File: src/rtl/mtpd_pkg.sv
// ----------------------------------------------------------------------------
// mtpd_pkg
// Shared constants, types and helpers for the minimum two-way partition
// difference unit.
// ----------------------------------------------------------------------------
`default_nettype none

package mtpd_pkg;

    // Set size and value widths
    localparam int MAX_VALUES = 10;
    localparam int VALUE_BITS = 16;
    localparam int IN_BITS    = 16;
    localparam int OUT_BITS   = 20;

    localparam int STORE_BITS = (VALUE_BITS < IN_BITS) ? VALUE_BITS : IN_BITS;
    localparam int CNT_BITS   = $clog2(MAX_VALUES + 1);
    localparam int IDX_BITS   = $clog2(MAX_VALUES);
    localparam int SUM_BITS   = $clog2(MAX_VALUES) + STORE_BITS;
    localparam int DIFF_BITS  = SUM_BITS + 1;
    localparam int MASK_BITS  = MAX_VALUES - 1;
    localparam int WIDE_BITS  = (SUM_BITS > OUT_BITS) ? SUM_BITS : OUT_BITS;

    localparam logic [OUT_BITS-1:0]  OUT_MAX   = '1;
    localparam logic [MASK_BITS-1:0] MASK_ONES = '1;

    // Sequencer states
    typedef enum logic [1:0] {
        ST_LOAD,
        ST_SWEEP,
        ST_DRAIN,
        ST_DONE
    } t_state;

    // Value write into one cell of the chain
    typedef struct packed {
        logic                  en;
        logic [IDX_BITS-1:0]   idx;
        logic [STORE_BITS-1:0] value;
    } t_load;

    // Split under evaluation, moving one cell per cycle
    typedef struct packed {
        logic                  valid;
        logic                  last;
        logic [MAX_VALUES-1:0] mask;   // bit 0 is the split bit of the current cell
        logic [DIFF_BITS-1:0]  diff;   // two's complement, group one minus group two
    } t_token;

    // Clamp a sum to the result width
    function automatic logic [OUT_BITS-1:0] sat_out(input logic [SUM_BITS-1:0] v);
        logic [WIDE_BITS-1:0] w;
        w = WIDE_BITS'(v);
        if (w > WIDE_BITS'(OUT_MAX)) begin
            return OUT_MAX;
        end
        return OUT_BITS'(w);
    endfunction

endpackage

`default_nettype wire

File: src/rtl/mtpd_cell.sv
// ----------------------------------------------------------------------------
// mtpd_cell
// One chain cell: holds one loaded value and adds it to, or subtracts it
// from, the passing split difference.
// ----------------------------------------------------------------------------
`default_nettype none

module mtpd_cell (
    input  wire logic                          i_clk,
    input  wire logic                          i_rst_n,
    input  wire logic                          i_wr_en,
    input  wire logic [mtpd_pkg::STORE_BITS-1:0] i_wr_value,
    input  wire logic                          i_active,
    input  wire mtpd_pkg::t_token              i_tok,
    output mtpd_pkg::t_token                   o_tok
);

    logic [mtpd_pkg::STORE_BITS-1:0] r_value;
    logic [mtpd_pkg::DIFF_BITS-1:0]  w_ext;
    mtpd_pkg::t_token                n_tok;
    mtpd_pkg::t_token                r_tok;

    // Stored value
    always_ff @(posedge i_clk) begin
        if (i_wr_en) begin
            r_value <= i_wr_value;
        end
    end

    // Add for group one, subtract for group two; unused cells pass through
    always_comb begin
        w_ext = mtpd_pkg::DIFF_BITS'(r_value);
        n_tok = i_tok;
        n_tok.mask = i_tok.mask >> 1;
        if (i_active) begin
            if (i_tok.mask[0]) begin
                n_tok.diff = i_tok.diff - w_ext;
            end else begin
                n_tok.diff = i_tok.diff + w_ext;
            end
        end
    end

    // Token register; only valid is reset
    always_ff @(posedge i_clk) begin
        if (!i_rst_n) begin
            r_tok.valid <= 1'b0;
        end else begin
            r_tok.valid <= n_tok.valid;
        end
        r_tok.last <= n_tok.last;
        r_tok.mask <= n_tok.mask;
        r_tok.diff <= n_tok.diff;
    end

    assign o_tok = r_tok;

endmodule

`default_nettype wire

File: src/rtl/mtpd_seq.sv
// ----------------------------------------------------------------------------
// mtpd_seq
// Sequencer: loads values, walks all splits into the cell chain, keeps the
// smallest difference and holds the result register.
// ----------------------------------------------------------------------------
`default_nettype none

module mtpd_seq (
    input  wire logic                            i_clk,
    input  wire logic                            i_rst_n,
    // request channel
    input  wire logic                            i_valid,
    output logic                                 o_stall,
    input  wire logic [mtpd_pkg::IN_BITS-1:0]    i_value,
    input  wire logic                            i_last,
    // result channel
    output logic                                 o_valid,
    input  wire logic                            i_stall,
    output logic [mtpd_pkg::OUT_BITS-1:0]        o_min_difference,
    output logic [mtpd_pkg::OUT_BITS-1:0]        o_total_sum,
    output logic                                 o_no_partition,
    output logic                                 o_count_overflow,
    // chain side
    output mtpd_pkg::t_load                      o_load,
    output logic [mtpd_pkg::MAX_VALUES-1:0]      o_active,
    output mtpd_pkg::t_token                     o_tok,
    input  wire mtpd_pkg::t_token                i_tok
);

    mtpd_pkg::t_state                r_state, n_state;
    logic [mtpd_pkg::CNT_BITS-1:0]   r_count, n_count;
    logic [mtpd_pkg::SUM_BITS-1:0]   r_total, n_total;
    logic                            r_ovf, n_ovf;
    logic [mtpd_pkg::MAX_VALUES-1:0] r_active, n_active;
    logic [mtpd_pkg::MASK_BITS-1:0]  r_m, n_m;
    logic [mtpd_pkg::MASK_BITS-1:0]  r_last_m, n_last_m;
    logic [mtpd_pkg::SUM_BITS-1:0]   r_best, n_best;
    logic                            r_have, n_have;
    logic                            r_np, n_np;
    logic [mtpd_pkg::OUT_BITS-1:0]   r_res_tot, n_res_tot;
    logic                            r_res_ovf, n_res_ovf;
    logic                            r_out_valid, n_out_valid;
    logic [mtpd_pkg::OUT_BITS-1:0]   r_out_min, n_out_min;
    logic [mtpd_pkg::OUT_BITS-1:0]   r_out_tot, n_out_tot;
    logic                            r_out_np, n_out_np;
    logic                            r_out_ovf, n_out_ovf;

    logic                            w_acc;
    logic                            w_room;
    logic [mtpd_pkg::STORE_BITS-1:0] w_value;
    logic [mtpd_pkg::CNT_BITS-1:0]   w_count_new;
    logic [mtpd_pkg::SUM_BITS-1:0]   w_total_new;
    logic                            w_ovf_new;
    logic [mtpd_pkg::DIFF_BITS-1:0]  w_abs_full;
    logic [mtpd_pkg::SUM_BITS-1:0]   w_abs;

    // Next state, loading, split walk and min tracking
    always_comb begin
        n_state     = r_state;
        n_count     = r_count;
        n_total     = r_total;
        n_ovf       = r_ovf;
        n_active    = r_active;
        n_m         = r_m;
        n_last_m    = r_last_m;
        n_best      = r_best;
        n_have      = r_have;
        n_np        = r_np;
        n_res_tot   = r_res_tot;
        n_res_ovf   = r_res_ovf;
        n_out_valid = r_out_valid;
        n_out_min   = r_out_min;
        n_out_tot   = r_out_tot;
        n_out_np    = r_out_np;
        n_out_ovf   = r_out_ovf;

        o_stall = (r_state != mtpd_pkg::ST_LOAD);
        w_acc   = i_valid && !o_stall;
        w_room  = (r_count != mtpd_pkg::CNT_BITS'(mtpd_pkg::MAX_VALUES));
        w_value = i_value[mtpd_pkg::STORE_BITS-1:0];

        w_count_new = r_count + mtpd_pkg::CNT_BITS'(w_room);
        w_total_new = w_room ? r_total + mtpd_pkg::SUM_BITS'(w_value) : r_total;
        w_ovf_new   = r_ovf || !w_room;

        o_load.en    = w_acc && w_room;
        o_load.idx   = r_count[mtpd_pkg::IDX_BITS-1:0];
        o_load.value = w_value;

        o_tok.valid = 1'b0;
        o_tok.last  = (r_m == r_last_m);
        o_tok.mask  = {r_m, 1'b0};
        o_tok.diff  = '0;

        // magnitude of the difference leaving the chain
        w_abs_full = i_tok.diff[mtpd_pkg::DIFF_BITS-1] ? (~i_tok.diff + 1'b1) : i_tok.diff;
        w_abs      = w_abs_full[mtpd_pkg::SUM_BITS-1:0];

        // result taken downstream
        if (r_out_valid && !i_stall) begin
            n_out_valid = 1'b0;
        end

        // keep the smallest difference seen
        if (i_tok.valid) begin
            if (!r_have || (w_abs < r_best)) begin
                n_best = w_abs;
                n_have = 1'b1;
            end
        end

        unique case (r_state)
            mtpd_pkg::ST_LOAD: begin
                if (w_acc) begin
                    n_count = w_count_new;
                    n_total = w_total_new;
                    n_ovf   = w_ovf_new;
                    if (w_room) begin
                        n_active[o_load.idx] = 1'b1;
                    end
                    if (i_last) begin
                        n_res_tot = mtpd_pkg::sat_out(w_total_new);
                        n_res_ovf = w_ovf_new;
                        n_m       = mtpd_pkg::MASK_BITS'(1);
                        n_last_m  = mtpd_pkg::MASK_ONES >>
                                    (mtpd_pkg::CNT_BITS'(mtpd_pkg::MAX_VALUES) - w_count_new);
                        n_have    = 1'b0;
                        if (r_count == '0) begin
                            // single value: no split exists
                            n_best  = '0;
                            n_np    = 1'b1;
                            n_state = mtpd_pkg::ST_DONE;
                        end else begin
                            n_np    = 1'b0;
                            n_state = mtpd_pkg::ST_SWEEP;
                        end
                    end
                end
            end
            mtpd_pkg::ST_SWEEP: begin
                o_tok.valid = 1'b1;
                n_m         = r_m + 1'b1;
                if (o_tok.last) begin
                    n_state = mtpd_pkg::ST_DRAIN;
                end
            end
            mtpd_pkg::ST_DRAIN: begin
                if (i_tok.valid && i_tok.last) begin
                    n_state = mtpd_pkg::ST_DONE;
                end
            end
            mtpd_pkg::ST_DONE: begin
                if (!r_out_valid || !i_stall) begin
                    n_out_valid = 1'b1;
                    n_out_min   = mtpd_pkg::sat_out(r_best);
                    n_out_tot   = r_res_tot;
                    n_out_np    = r_np;
                    n_out_ovf   = r_res_ovf;
                    n_count     = '0;
                    n_total     = '0;
                    n_ovf       = 1'b0;
                    n_active    = '0;
                    n_state     = mtpd_pkg::ST_LOAD;
                end
            end
            default: begin
                n_state = mtpd_pkg::ST_LOAD;
            end
        endcase
    end

    // Control registers
    always_ff @(posedge i_clk) begin
        if (!i_rst_n) begin
            r_state     <= mtpd_pkg::ST_LOAD;
            r_count     <= '0;
            r_total     <= '0;
            r_ovf       <= 1'b0;
            r_active    <= '0;
            r_out_valid <= 1'b0;
        end else begin
            r_state     <= n_state;
            r_count     <= n_count;
            r_total     <= n_total;
            r_ovf       <= n_ovf;
            r_active    <= n_active;
            r_out_valid <= n_out_valid;
        end
    end

    // Payload registers
    always_ff @(posedge i_clk) begin
        r_m       <= n_m;
        r_last_m  <= n_last_m;
        r_best    <= n_best;
        r_have    <= n_have;
        r_np      <= n_np;
        r_res_tot <= n_res_tot;
        r_res_ovf <= n_res_ovf;
        r_out_min <= n_out_min;
        r_out_tot <= n_out_tot;
        r_out_np  <= n_out_np;
        r_out_ovf <= n_out_ovf;
    end

    assign o_active         = r_active;
    assign o_valid          = r_out_valid;
    assign o_min_difference = r_out_min;
    assign o_total_sum      = r_out_tot;
    assign o_no_partition   = r_out_np;
    assign o_count_overflow = r_out_ovf;

endmodule

`default_nettype wire

File: src/rtl/min_two_way_partition_difference_unit.sv
// ----------------------------------------------------------------------------
// min_two_way_partition_difference_unit
// Top level: sequencer plus a chain of value cells that evaluates one split
// of the loaded set per cycle.
// ----------------------------------------------------------------------------
// Values are taken one per cycle until the request marked last; each of the first
// ten values lands in its own cell of a ten-cell chain. The unit then walks every
// split with the first value fixed in group one, issuing one split per cycle into
// the chain, where each cell adds or subtracts its value and passes the
// partial difference on. A set of n values (n >= 2) is loaded, walked through
// its 2^(n-1)-1 splits and drained from the chain before the result register
// is written; the split walk dominates. A single-value set goes straight to
// the result register without a walk. New values are taken while a finished
// result waits at the output, but not during the walk.
`default_nettype none

module min_two_way_partition_difference_unit (
    input  wire logic                         i_clk,
    input  wire logic                         i_rst_n,
    input  wire logic                         i_valid,
    output logic                              o_stall,
    input  wire logic [mtpd_pkg::IN_BITS-1:0] i_value,
    input  wire logic                         i_last,
    output logic                              o_valid,
    input  wire logic                         i_stall,
    output logic [mtpd_pkg::OUT_BITS-1:0]     o_min_difference,
    output logic [mtpd_pkg::OUT_BITS-1:0]     o_total_sum,
    output logic                              o_no_partition,
    output logic                              o_count_overflow
);

    mtpd_pkg::t_load                 w_load;
    logic [mtpd_pkg::MAX_VALUES-1:0] w_active;
    logic [mtpd_pkg::MAX_VALUES-1:0] w_wr_en;
    mtpd_pkg::t_token                w_tok [mtpd_pkg::MAX_VALUES+1];

    mtpd_seq u_seq (
        .i_clk            (i_clk),
        .i_rst_n          (i_rst_n),
        .i_valid          (i_valid),
        .o_stall          (o_stall),
        .i_value          (i_value),
        .i_last           (i_last),
        .o_valid          (o_valid),
        .i_stall          (i_stall),
        .o_min_difference (o_min_difference),
        .o_total_sum      (o_total_sum),
        .o_no_partition   (o_no_partition),
        .o_count_overflow (o_count_overflow),
        .o_load           (w_load),
        .o_active         (w_active),
        .o_tok            (w_tok[0]),
        .i_tok            (w_tok[mtpd_pkg::MAX_VALUES])
    );

    // Cell chain, one cell per value slot
    for (genvar k = 0; k < mtpd_pkg::MAX_VALUES; k++) begin : g_cell
        assign w_wr_en[k] = w_load.en && (w_load.idx == mtpd_pkg::IDX_BITS'(k));

        mtpd_cell u_cell (
            .i_clk      (i_clk),
            .i_rst_n    (i_rst_n),
            .i_wr_en    (w_wr_en[k]),
            .i_wr_value (w_load.value),
            .i_active   (w_active[k]),
            .i_tok      (w_tok[k]),
            .o_tok      (w_tok[k+1])
        );
    end

endmodule

`default_nettype wire

File: config.mk
export PLATFORM = sky130hd
export DESIGN_NAME = min_two_way_partition_difference_unit
export DESIGN_NICKNAME = d
export VERILOG_FILES = /design/src/rtl/mtpd_pkg.sv /design/src/rtl/mtpd_cell.sv /design/src/rtl/mtpd_seq.sv /design/src/rtl/min_two_way_partition_difference_unit.sv
export SDC_FILE = /design/constraint.sdc
export NUM_CORES = 1
export LEC_CHECK = 0
export BUFFER_PORTS_ARGS = -buffer_cell sky130_fd_sc_hd__buf_2
export CORE_ASPECT_RATIO = 0.75
export CORE_UTILIZATION = 35
export CTS_BUF_LIST = sky130_fd_sc_hd__clkbuf_8
export DETAILED_ROUTE_END_ITERATION = 7
export HOLD_SLACK_MARGIN = 0.06
export SLEW_MARGIN = 10
export SYNTH_ARGS = -nofsm -noshare
export SYNTH_HDL_FRONTEND = slang
export SYNTH_HIERARCHICAL = 1
export SYNTH_SLANG_ARGS = --single-unit
export TNS_END_PERCENT = 1
File: constraint.sdc
create_clock -name i_clk -period 10.5 [get_ports i_clk]
set_input_delay 0.525 -clock i_clk [delete_from_list [all_inputs] [get_ports i_clk]]
set_output_delay 0.525 -clock i_clk [all_outputs]
set_load 0.1 [all_outputs]
== Yosys cells after proc, flatten, opt, wreduce, memory -nomap -nowiden ==
Cells that the tools add are included.

* Bits in registers: 576
* Input port bits: 21
* Output and inout port bits: 44
* Logic and storage cells: 224

* Add/sub/neg operators: 23
* Magnitude comparators: 5
* Equal/unequal tests: 20
* Shift-type cells: 1
* Multiplexer cells: 72
* Bitwise gates (word level): 2
* Reductions and logical operators: 34

{| class="wikitable"
|+ Operators by type and width
! kind !! count
|-
| 21-bit 2-to-1 mux || 18
|-
| 20-bit 2-to-1 mux || 14
|-
| 21-bit by 16-bit adder with 21-bit output || 9
|-
| 21-bit by 16-bit subtractor with 21-bit output || 9
|-
| 20-bit > comparator (second input constant) || 2
|-
| 20-bit case mux with 2 select lines || 1
|-
| 10-bit 2-to-1 mux || 3
|-
| 20-bit by 1-bit adder with 20-bit output (second input constant) || 1
|-
| 20-bit by 16-bit adder with 20-bit output || 1
|-
| 20-bit less-than comparator || 1
|-
| 1-bit 2-to-1 mux || 20
|-
| 20-bit NOT || 1
|-
| 10-bit case mux with 2 select lines || 1
|-
| 9-bit 2-to-1 mux || 2
|-
| 9-bit case mux with 2 select lines || 1
|-
| 4-bit by 3-bit equality test with 1-bit output (second input constant) || 4
|-
| 1-bit logical AND || 15
|-
| 2-bit 2-to-1 mux || 6
|-
| 2-bit by 1-bit inequality test with 1-bit output (second input constant) || 5
|-
| 10-bit bitwise OR || 1
|-
| 9-bit by 1-bit adder with 9-bit output (second input constant) || 1
|-
| 9-bit equality test || 1
|-
| 3-bit AND reduction || 3
|-
| 9-bit by 4-bit right shift with 9-bit output (first input constant) || 1
|-
| other kinds (24) || 36
|}

== Longest topological paths before layout ==
Gate-level depths: netlist (run 1).

* Depth in word-level cells: 11
* Depth in mapped cells: 16
* Mapped depth without buffers: 15

== Cells and area by module ==
Netlist (run 1), hierarchy kept.

{| class="wikitable"
|+ By module, submodules not included
! module !! times used !! cells an instance !! area each (um^2) !! seq. area each (um^2)
|-
| mtpd_cell at g_cell[1].u_cell ... || 7 || 281 || 2813.9 || 1121.1
|-
| mtpd_seq || 1 || 724 || 7388.3 || 3643.5
|-
| mtpd_cell at g_cell[3].u_cell || 1 || 310 || 2946.6 || 1121.1
|-
| mtpd_cell at g_cell[4].u_cell || 1 || 294 || 2813.9 || 1121.1
|-
| mtpd_cell at g_cell[0].u_cell || 1 || 276 || 2755.1 || 1121.1
|-
| min_two_way_partition_difference_unit || 1 || 16 || 86.3 || 0.0
|}

== Worst setup path before layout (run 1) ==
Ideal clock, no wire load.

* Path type: register to register
* Start point: register u_seq.r_out_valid (netlist: u_seq/o_valid)
* End point: register u_seq.r_out_ovf (netlist: u_seq/o_count_overflow), enable pin
* Setup time: 0.505 ns
* Arrival: 3.912 ns
* Required time: 9.995 ns
* Path slack: 6.083 ns
* Stages on the path, launching flop included: 2
* Buffers on the path: 0
* Clock period less this slack: 4.417 ns
* Path through: dfxtp_1 > a21boi_0

* Longest elaborated chain between the ends: 3

{| class="wikitable"
|+ Ends and longest elaborated chain
! what !! line !! text
|-
| start, declared || mtpd_seq.sv:42 || <nowiki>logic r_out_valid, n_out_valid;</nowiki>
|-
| start signal, assigned || mtpd_seq.sv:187 || <nowiki>r_out_valid <= n_out_valid;</nowiki>
|-
| 1-bit zero test || mtpd_seq.sv:153 || <nowiki>if (!r_out_valid || !i_stall) begin</nowiki>
|-
| 1-bit logical OR || mtpd_seq.sv:153 ||
|-
| 2-bit AND reduction (no source line) || -- ||
|-
| end signal, assigned || mtpd_seq.sv:203 || <nowiki>r_out_ovf <= n_out_ovf;</nowiki>
|-
| end, declared || mtpd_seq.sv:46 || <nowiki>logic r_out_ovf, n_out_ovf;</nowiki>
|}

No other way between the ends.
A chain may end at the register's enable or synchronous reset.

== Worst setup path in the final report (run 1) ==
* Start point: register g_cell[9].u_cell.r_tok, in the netlist g_cell[9].u_cell/o_tok[2]
* End point: register u_seq/r_best[9] in the netlist's numbering

* Longest elaborated chain between the ends: 11

{| class="wikitable"
|+ Ends and longest elaborated chain
! what !! line !! text
|-
| start, declared || mtpd_cell.sv:21 || <nowiki>mtpd_pkg::t_token r_tok;</nowiki>
|-
| 20-bit NOT || mtpd_seq.sv:96 || <nowiki>w_abs_full = i_tok.diff[mtpd_pkg::DIFF_BITS-1] ? (~i_tok.diff + 1'b1) : i_tok.diff;</nowiki>
|-
| 20-bit by 1-bit adder with 20-bit output || mtpd_seq.sv:96 ||
|-
| 20-bit 2-to-1 mux (*) || mtpd_seq.sv:96 ||
|-
| 20-bit less-than comparator || mtpd_seq.sv:106 || <nowiki>if (!r_have || (w_abs < r_best)) begin</nowiki>
|-
| 1-bit logical OR || mtpd_seq.sv:106 ||
|-
| 20-bit 2-to-1 mux (*) || mtpd_seq.sv:106 ||
|-
| 20-bit 2-to-1 mux (*) || mtpd_seq.sv:105 || <nowiki>if (i_tok.valid) begin</nowiki>
|-
| 20-bit 2-to-1 mux || mtpd_seq.sv:128 || <nowiki>if (r_count == '0) begin</nowiki>
|-
| 20-bit 2-to-1 mux || mtpd_seq.sv:121 || <nowiki>if (i_last) begin</nowiki>
|-
| 20-bit 2-to-1 mux || mtpd_seq.sv:114 || <nowiki>if (w_acc) begin</nowiki>
|-
| 20-bit 2-to-1 mux (*) || mtpd_seq.sv:112 || <nowiki>unique case (r_state)</nowiki>
|-
| net u_seq.n_best (one bit) || mtpd_seq.sv:37 || <nowiki>logic [mtpd_pkg::SUM_BITS-1:0] r_best, n_best;</nowiki>
|-
| end signal, assigned || mtpd_seq.sv:195 || <nowiki>r_best <= n_best;</nowiki>
|-
| end, declared || mtpd_seq.sv:37 ||
|}

The timed path passes the listed nets; every way through them passes the cells marked *.

==> results of run 1 <==
per-stage QoR:
step,util [%],cells,setup slack [ns]
6_report,38.79,4950,6.267
5_1_grt,38.79,4949,5.968
3_5_place_dp,36.82,4777,6.330
3_3_place_gp,36.82,4777,6.390
2_1_floorplan,-,3543,6.083
4_1_cts,38.78,4949,6.267
worst max-delay path: stages, from the launching register on:
cell	delay, ns
dfxtp_1	0.33
or3_4	0.41
or4_4	0.53
or3b_4	0.45
o21ai_1	0.18
xnor2_1	0.17
ha_1	0.30
nand4_1	0.11
nand3b_1	0.09
a21oi_1	0.20
nand2_1	0.13
o31ai_4	0.55
buf_4	0.35
mux2i_1	0.21
nor2_1	0.06
per-layer routing:
| layer | vias up | part of all wire (%) |
|---|---|---|
| met4 | 0 | 1.5 |
| met5 | - | 0 |
| li1 | 12750 | - |
| met2 | 498 | 41 |
| met3 | 88 | 4.9 |
| met1 | 12000 | 53 |
layout make-up:
type | instances | area [um^2] | share of cell area (%)
sequential | 576 | 13950 | 36.81
tap | 1313 | 1643 | 4.334
antenna | 1 | 2.502 | 0.006601
timing repair buffer | 84 | 473.0 | 1.248
clock inverter | 68 | 489.2 | 1.291
multi-input combinational | 2641 | 19310 | 50.95
clock buffer | 103 | 1418 | 3.740
inverter | 164 | 615.6 | 1.624
sequential cells by signal, summed over array words and instances, names as in the netlist, 2 cells and up:
| name | count |
|---|---|
| u_seq/o_active | 10 |
| u_seq/r_res_tot | 20 |
| u_seq/o_min_difference | 20 |
| u_seq/r_last_m | 9 |
| u_seq/o_total_sum | 20 |
| u_seq/r_total | 20 |
| g_cell.u_cell/o_tok | 275 |
| g_cell.u_cell/r_value | 160 |
| u_seq/r_best | 20 |
| u_seq/r_count | 4 |
| u_seq/r_m | 9 |
| u_seq/r_state | 2 |
power groups by stage:
stage | clock network [mW] | registers (mW) | logic [mW]
floorplan | 0 | 3.38 | 5.16
global placement | 0 | 3.51 | 6.26
detailed placement | 0 | 3.50 | 6.27
CTS | 2.06 | 3.46 | 6.32
global route | 2.17 | 3.54 | 7.09
finish | 1.99 | 3.46 | 6.38
worst paths after layout:
path                                     end  slack (ns)  cells after the start
setup / recovery             u_seq/r_best[9]        6.27                     14
hold / removal                   u_seq/r_ovf        0.22                      2
setup reg to reg             u_seq/r_best[9]        6.27                     14
hold reg to reg   g_cell[2].u_cell/o_tok[26]        0.32                      0
timing repair:
action	in CTS	in global routing
endpoints found under the setup margin	0	0
hold buffers	1	0
hold endpoints to repair	1	0
==> flow_metrics.py, run 1 <==
metrics = {
    "clock_tree": {
        "clk_latency_ns": 0.74,
        "cts.sinks": 576,
        "tritoncts": "done",
        "clock_path_buffers": 3,
        "htree_levels": 3,
        "cts-root-buf": "clkbuf_8",
        "clk_pin_slew_ns": 0.07,
        "post-cts-setup-buffers": 0,
        "cts_resized": 0,
        "cts_inserted_buffers": 91,
    },
    "die": {
        "fp.coreArea_um2": 97730,
        "die_y_um": 274.6,
        "start_util_pct": 35.48,
        "io_pins": 65,
        "fp.dieW_um": 365.4,
        "dieArea_um2": 100300,
        "rows": 99,
    },
    "power": {
        "p_sw_share_pct": 42.80,
        "power_switching_mw": 5.063,
        "p_clk_share_pct": 16.8,
        "total_power_mw": 11.83,
        "pwr_density_cell_nw_per_um2": 312.0,
        "p_int_mw": 6.765,
        "power_frac_comb_pct": 54.0,
        "ir_drop_uv": 150.7,
        "leakage_nw": 14.83,
        "seq_power_share_pct": 29.2,
    },
    "worst_setup_path": {
        "endpoint_kind": "flop",
        "critical_path_class": "reg2reg",
        "cp.arrival_ns": 4.80,
        "path_max_fanout": 13,
        "critPathLaunchType": "flop",
        "rr_startpoint": "g_cell[9].u_cell/o_tok[2]",
        "worstPathRequired_ns": 11.06,
        "crit_start": "g_cell[9].u_cell/o_tok[2]",
    },
    "layout": {
        "final_nets": 3849,
        "mostFrequentLayoutCells": "nor2_1, a21oi_1, dfxtp_1",
        "drive_gt1_share_pct": 12.60,
        "finalInstanceArea_um2": 37910,
        "final_common_cell": "nor2_1",
        "n_fill_cell": 9648,
        "syn_to_final_growth_pct": 9.328,
    },
    "drt": {
        "wl_per_cell_um": 16.25,
        "drt_first_pass_iters": 8,
        "drc": 0,
        "vias_per_cell": 5.117,
        "drtIter0Drc": 1819,
        "routed_wl_mm": 80.42,
        "vias": 25330,
        "final_antenna_net_count": 0,
    },
    "timing": {
        "fin_crit_sh_pct": 40.32,
        "finalHoldViolations": 0,
        "whs_ns": 0.2158,
        "min_period_ns": 4.233,
        "slew_violations": 0,
        "setup_viol": 0,
        "rsz0062_at_grt": "no",
        "setup_tns_ns": 0,
        "fmax_mhz": 236.2,
        "slew_headroom_pct": 19.49,
        "worst_slew_pin_slew_ns": 1.206,
        "fin_skew_ns": 0.04327,
    },
    "grt": {
        "first_global_vias": 23820,
        "gr-total-overflow": 0,
        "met1_usage_pct": 24.01,
        "grtUsageMet3_pct": 2.761,
        "grt_max_degree": 35,
        "busiest_layer": "met1",
        "grt_use_total_pct": 15.79,
        "grt_first_pass_wirelength_mm": 127.7,
        "antenna_found_initial": 4,
        "use_met2_pct": 23.02,
    },
    "place": {
        "portBuffers": 64,
        "dp_hpwl_mm": 59.75,
        "placed_area_um2": 35990,
        "place.gp.congestion": 0.8919,
    },
    "yosys": {
        "synth_warnings": 6,
        "synth_area_um2": 34670,
        "syn_inst": 3522,
        "avgSynthCellArea_um2": 9.845,
    },
    "hold_path": {
        "hp-start": "i_rst_n",
        "min_path_type": "in2reg",
    },
    "status": {
        "status": "completed",
    },
    "flow_run": {
        "max_cap_viol_count": 0,
    },
}
Note: power is estimated with default switching activity, not from simulation.
==> inputs of run 2 (changes only) <==
==> constraint.sdc (replaced) <==
create_clock -name i_clk -period 3.55 [get_ports i_clk]
set_input_delay 0.1775 -clock i_clk [delete_from_list [all_inputs] [get_ports i_clk]]
set_output_delay 0.1775 -clock i_clk [all_outputs]
set_load 0.1 [all_outputs]
==> flow_metrics.py, run 2 (synthesized netlist as in run 1, its figures left out) <==
metrics = {
    "status": {
        "status": "finished with violations",
        "violations": "setup timing",
    },
    "worst_setup_path": {
        "path_max_fanout": 5,
        "rrSetupSlack_ns": -0.04,
        "worstRegToRegCells": 15,
        "cp_slowest_cell": "or4_4",
        "r2r_end": "u_seq/r_best[16]",
        "endpoint_kind": "flop",
        "cpPeakStageDelay_ns": 0.53,
        "rr_startpoint": "g_cell[9].u_cell/o_tok[5]",
        "critical_path_class": "reg2reg",
        "worst-path-buf-inv": 2,
        "crit_chain": "or3_1, or4_4, or3b_4, o31ai_4, xnor2_2, ha_1, nand4_1, nand3b_1, a21oi_2, nand2_1, o31ai_4, buf_6, buf_6, mux2i_1, nor2_1",
        "critical-path-top-delay-family": "simple AND/OR/NAND/NOR gates",
        "cp.arrival_ns": 4.14,
        "worstPathRequired_ns": 4.10,
        "critPathLaunchType": "flop",
    },
    "layout": {
        "syn_to_final_growth_pct": 18.76,
        "final_nets": 4201,
        "final_common_cell": "nor2_1",
        "largest_reg_flops": 275,
        "final_core_util_pct": 42.14,
        "mostFrequentLayoutCells": "nor2_1, buf_4, dfxtp_1",
        "drive_gt1_share_pct": 22.03,
        "antennaDiodeCount": 0,
        "final_cells": 5303,
    },
    "drt": {
        "wl_per_cell_um": 16.12,
        "routed_wl_mm": 85.46,
        "drt_first_pass_iters": 5,
        "drtIter0Drc": 1875,
        "vias": 26530,
        "vias_per_cell": 5.002,
        "drc": 0,
        "final_antenna_net_count": 0,
    },
    "clock_tree": {
        "clock_path_buffers": 3,
        "clk_pin_slew_ns": 0.07,
        "cts_inserted_buffers": 92,
        "cts-root-buf": "clkbuf_8",
        "clk_latency_ns": 0.75,
        "htree_levels": 3,
        "tritoncts": "done",
        "cts.sinks": 576,
    },
    "hold_path": {
        "hold_depth": 0,
        "min_path_type": "reg2reg",
        "min_to": "g_cell[2].u_cell/o_tok[26]",
        "hp-start": "g_cell[1].u_cell/o_tok[27]",
    },
    "timing": {
        "fin_crit_sh_pct": 101.0,
        "slew_headroom_pct": 17.72,
        "rsz0062_at_grt": "yes",
        "fin_skew_ns": 0.03779,
        "worst_slew_pin_slew_ns": 1.233,
        "min_period_ns": 3.587,
        "fmax_mhz": 278.8,
        "postLayoutSetupSlackWorst_ns": -0.03681,
        "setup_viol": 17,
        "slew_violations": 0,
        "finalHoldViolations": 0,
    },
    "power": {
        "leakage_nw": 16.70,
        "p_clk_share_pct": 16.5,
        "p_int_mw": 22.38,
        "p_sw_share_pct": 41.49,
        "power_frac_comb_pct": 57.1,
        "seq_power_share_pct": 26.5,
        "ir_drop_uv": 415.1,
        "pwr_density_cell_nw_per_um2": 928.7,
        "power_switching_mw": 15.87,
    },
    "grt": {
        "grt_max_degree": 35,
        "grt_use_total_pct": 16.93,
        "first_global_vias": 25690,
        "antenna_found_initial": 6,
        "gr-total-overflow": 0,
        "grt_first_pass_wirelength_mm": 136.6,
    },
    "place": {
        "portBuffers": 64,
        "dp_hpwl_mm": 64.19,
        "dp_slack_ns": -0.1778,
        "place.gp.congestion": 0.9015,
        "placed_cells": 5105,
    },
    "die": {
        "dieArea_um2": 100300,
        "rows": 99,
        "fp.dieW_um": 365.4,
        "fp.coreArea_um2": 97730,
        "io_pins": 65,
        "start_util_pct": 35.48,
        "die_y_um": 274.6,
    },
    "flow_run": {
        "max_cap_viol_count": 0,
    },
}
==> run 2: changes by cell type in the layout (fill, tap and decap cells not counted), sizes merged <==
cell | previous run | this run
clkinv | 36 | 33
bufinv | 5 | 9
buf | 83 | 415
diode | 1 | 0
dlygate4sd3 | 1 | 20
clkinvlp | 0 | 2
inv | 191 | 188
clkbuf | 103 | 106
==> run 2: worst register-to-register path, cell delays in order (launching register included) <==
cell	delay [ns]
dfxtp_1	0.30
or3_1	0.38
or4_4	0.53
or3b_4	0.43
o31ai_4	0.21
xnor2_2	0.15
ha_1	0.27
nand4_1	0.08
nand3b_1	0.10
a21oi_2	0.14
nand2_1	0.10
o31ai_4	0.19
buf_6	0.16
buf_6	0.14
mux2i_1	0.19
nor2_1	0.05
==> run 2: how the worst max path moves through the flow <==
stage | startpoint | end | slack, ns | cells after the start
floorplan | g_cell[9].u_cell/o_tok[2] | u_seq/r_best[0] | -0.16 | 14
global placement | g_cell[9].u_cell/o_tok[2] | u_seq/r_best[13] | -0.15 | 14
detailed placement | g_cell[9].u_cell/o_tok[2] | u_seq/r_best[16] | -0.18 | 14
CTS | g_cell[9].u_cell/o_tok[5] | u_seq/r_best[16] | -0.05 | 15
global route | g_cell[9].u_cell/o_tok[5] | u_seq/r_best[11] | -0.25 | 15
finish | g_cell[9].u_cell/o_tok[5] | u_seq/r_best[16] | -0.04 | 15
==> run 2: per-layer routing <==
metal  vias up  global-route usage (%)  share of wire [%]
met5         -                       0              0.015
met4         2                   3.788                1.7
met3       116                   3.281                5.7
met2       534                   24.82                 41
met1     12410                   25.40                 52
li1      13470                       -                  -
==> run 2: area by class of cell <==
type	instances	area, um^2
repair buffers	435	3178
inverters	164	615.6
multi-input cells	2641	19740
flip-flops and latches	576	13950
clock buffers	106	1459
fillers	9375	56550
well taps	1313	1643
clock inverters	68	591.8
==> run 2: stage by stage <==
| step | area (um^2) | hold WS [ns] | setup TNS, ns | power, mW |
|---|---|---|---|---|
| 2_1_floorplan | 34750 | 0.3048 | -3.247 | 25.24 |
| 3_3_place_gp | 38440 | 0.3100 | -3.243 | 31.09 |
| 3_5_place_dp | 38440 | 0.3121 | -3.948 | 31.27 |
| 4_1_cts | 40870 | 0.2833 | -0.5448 | 37.97 |
| 5_1_grt | 41180 | 0.3292 | -6.945 | 41.27 |
| 6_report | 41180 | 0.3170 | -0.3848 | 38.24 |
==> run 2: what timing repair did <==
action | 4_1_cts | 5_1_grt
setup endpoints to repair | 42 | 82
buffers inserted | 2 | 0
hold buffers | 20 | 0
hold endpoints to repair | 197 | 0
resized for setup | 41 | 81
pin swaps | 8 | 5
gates cloned | 2 | 0
==> run 2: power by group through the flow <==
stage / sequential [mW] / combinational, mW / clock, mW
after floorplan: 9.98 / 15.3 / 0
after global placement: 10.3 / 20.8 / 0
after detailed placement: 10.2 / 21.0 / 0
after CTS: 10.1 / 21.3 / 6.49
after global routing: 10.3 / 24.2 / 6.78
final: 10.1 / 21.8 / 6.30
==> inputs of run 3 (changes only) <==
--- a/config.mk
+++ b/config.mk
@@ -7,7 +7,7 @@
 export LEC_CHECK = 0
 export BUFFER_PORTS_ARGS = -buffer_cell sky130_fd_sc_hd__buf_2
 export CORE_ASPECT_RATIO = 0.75
-export CORE_UTILIZATION = 35
+export CORE_UTILIZATION = 25
 export CTS_BUF_LIST = sky130_fd_sc_hd__clkbuf_8
 export DETAILED_ROUTE_END_ITERATION = 7
 export HOLD_SLACK_MARGIN = 0.06
==> constraint.sdc (replaced) <==
create_clock -name i_clk -period 3.55 [get_ports i_clk]
set_input_delay 1.065 -clock i_clk [delete_from_list [all_inputs] [get_ports i_clk]]
set_output_delay 1.065 -clock i_clk [all_outputs]
set_load 0.1 [all_outputs]
==> flow_metrics.py, run 3 (synthesized netlist as in run 1, its figures left out) <==
metrics = {
    "die": {
        "die_y_um": 324.5,
        "fp.coreArea_um2": 136700,
        "fp.dieW_um": 432.0,
        "start_util_pct": 25.36,
        "rows": 117,
        "io_pins": 65,
        "dieArea_um2": 140200,
    },
    "drt": {
        "wl_per_cell_um": 14.85,
        "vias_per_cell": 4.565,
        "drc": 0,
        "drtIter0Drc": 1702,
        "vias": 26680,
        "routed_wl_mm": 86.79,
        "final_antenna_net_count": 0,
        "drt_first_pass_iters": 5,
    },
    "worst_setup_path": {
        "cp.arrival_ns": 4.23,
        "r2r_end": "u_seq/r_best[19]",
        "path_max_fanout": 10,
        "worstRegToRegCells": 15,
        "worstPathRequired_ns": 4.16,
        "rr_startpoint": "g_cell[9].u_cell/o_tok[5]",
        "cp_slowest_cell": "or4_4",
        "cpPeakStageDelay_ns": 0.53,
        "endpoint_kind": "flop",
        "critical_path_class": "reg2reg",
        "critPathLaunchType": "flop",
        "crit_chain": "or3_4, or4_4, or3b_4, o21ai_2, xnor2_2, ha_1, nand4_1, nand3b_1, a21oi_2, nand2_2, o31ai_4, buf_6, buf_16, mux2i_1, nor2_1",
        "rrSetupSlack_ns": -0.07,
    },
    "hold_path": {
        "min_path_type": "reg2reg",
        "hp-start": "g_cell[6].u_cell/o_tok[31]",
        "min_to": "g_cell[7].u_cell/o_tok[31]",
        "hold_depth": 0,
    },
    "power": {
        "total_power_mw": 38.42,
        "ir_drop_uv": 456.6,
        "leakage_nw": 16.82,
        "pwr_density_cell_nw_per_um2": 915.9,
    },
    "grt": {
        "first_global_vias": 25610,
        "antenna_found_initial": 4,
        "grt_use_total_pct": 12.03,
        "grt_max_degree": 36,
        "grt_first_pass_wirelength_mm": 137.5,
        "gr-total-overflow": 0,
    },
    "clock_tree": {
        "clk_pin_slew_ns": 0.06,
        "cts_inserted_buffers": 95,
        "htree_levels": 3,
        "clk_latency_ns": 0.74,
        "cts-root-buf": "clkbuf_8",
        "clock_path_buffers": 3,
        "cts.sinks": 576,
        "tritoncts": "done",
    },
    "timing": {
        "fin_skew_ns": 0.04567,
        "rsz0062_at_grt": "yes",
        "fin_crit_sh_pct": 101.8,
        "slew_violations": 0,
        "worst_slew_pin_slew_ns": 1.175,
        "finalHoldViolations": 0,
        "slew_headroom_pct": 21.54,
        "setup_tns_ns": -0.8068,
        "fmax_mhz": 276.6,
        "whs_ns": 0.3189,
        "setup_viol": 20,
        "postLayoutSetupSlackWorst_ns": -0.06549,
        "min_period_ns": 3.615,
    },
    "status": {
        "violations": "setup timing",
        "status": "finished with violations",
    },
    "layout": {
        "final_common_cell": "buf_4",
        "syn_to_final_growth_pct": 20.98,
        "finalInstanceArea_um2": 41950,
        "largest_reg_flops": 275,
        "final_nets": 4205,
        "drive_gt1_share_pct": 22.84,
        "mostFrequentLayoutCells": "buf_4, nor2_1, dfxtp_1",
    },
    "place": {
        "dp_hpwl_mm": 66.63,
        "placed_area_um2": 39250,
        "place.gp.congestion": 0.8783,
        "portBuffers": 64,
    },
    "flow_run": {
        "max_cap_viol_count": 0,
    },
}
==> run 3: cell count changes in the layout (fill, tap and decap cells not counted), sizes merged <==
cell and delta:
buf +21, clkinvlp -2, clkbuf +3, diode +3, bufinv -1, inv +14
dlygate4sd3 -20, clkinv -8
==> run 3: timing repair <==
item | CTS | global route
setup buffers | 4 | 4
pin swaps | 8 | 16
gates cloned | 2 | 0
setup endpoints to repair | 36 | 86
resized for setup | 32 | 105
hold buffers | 0 | 0
==> run 3: power breakdown <==
| group | internal (mW) | leakage, nW | switching (mW) |
|---|---|---|---|
| Combinational | 10.3 | 10.6 | 11.7 |
| Clock | 3.43 | 1.20 | 2.79 |
| Sequential | 8.72 | 5.00 | 1.39 |
| Total | 22.5 | 16.8 | 15.9 |
==> run 3: cell type report <==
type / count / area, um^2
antenna: 3 / 7.507
clock buffer: 109 / 1500
clock inverter: 71 / 565.5
fill: 14140 / 94780
inverter: 164 / 615.6
multi-input combinational: 2641 / 19810
sequential: 576 / 13950
tap: 1844 / 2307
timing repair buffer: 436 / 3189
==> run 3: through the flow <==
| stage | cells | util (%) | setup slack, ns |
|---|---|---|---|
| 2_1_floorplan | 3543 | - | -0.1622 |
| 3_3_place_gp | 5651 | 28.70 | -0.1719 |
| 3_5_place_dp | 5651 | 28.70 | -0.2550 |
| 4_1_cts | 5837 | 30.35 | -0.07843 |
| 5_1_grt | 5842 | 30.68 | -0.2579 |
| 6_report | 5844 | 30.68 | -0.06549 |
==> run 3: critical path: cells and delay by family (launching register included) <==
family | cells | cell delay [ns]
flops | 1 | 0.31
compound gates | 3 | 0.58
buf+inv | 2 | 0.31
fa+ha+maj | 1 | 0.32
simple gates | 7 | 1.66
xor+xnor | 1 | 0.11
mux | 1 | 0.20
==> run 3: layer usage <==
| layer | vias up | GRT usage, % | wire [um] | share of wire, % |
|---|---|---|---|---|
| met2 | 526 | 17.51 | 35740 | 41 |
| met4 | 0 | 3.099 | 1771 | 2.0 |
| met1 | 12560 | 17.95 | 45130 | 52 |
| met5 | - | 0 | 0 | 0 |
| li1 | 13470 | - | - | - |
| met3 | 120 | 2.227 | 4144 | 4.8 |
==> run 3: worst max-delay path by stage <==
stage,depth (start not counted),slack [ns],start,end
6_report,15,-0.07,g_cell[9].u_cell/o_tok[5],u_seq/r_best[19]
5_1_grt,15,-0.26,g_cell[6].u_cell/r_value[3],g_cell[6].u_cell/o_tok[20]
4_1_cts,15,-0.08,g_cell[9].u_cell/o_tok[4],u_seq/r_best[19]
3_5_place_dp,15,-0.26,g_cell[3].u_cell/r_value[3],g_cell[3].u_cell/o_tok[18]
3_3_place_gp,15,-0.17,g_cell[3].u_cell/r_value[3],g_cell[3].u_cell/o_tok[18]
2_1_floorplan,14,-0.16,g_cell[9].u_cell/o_tok[2],u_seq/r_best[0]
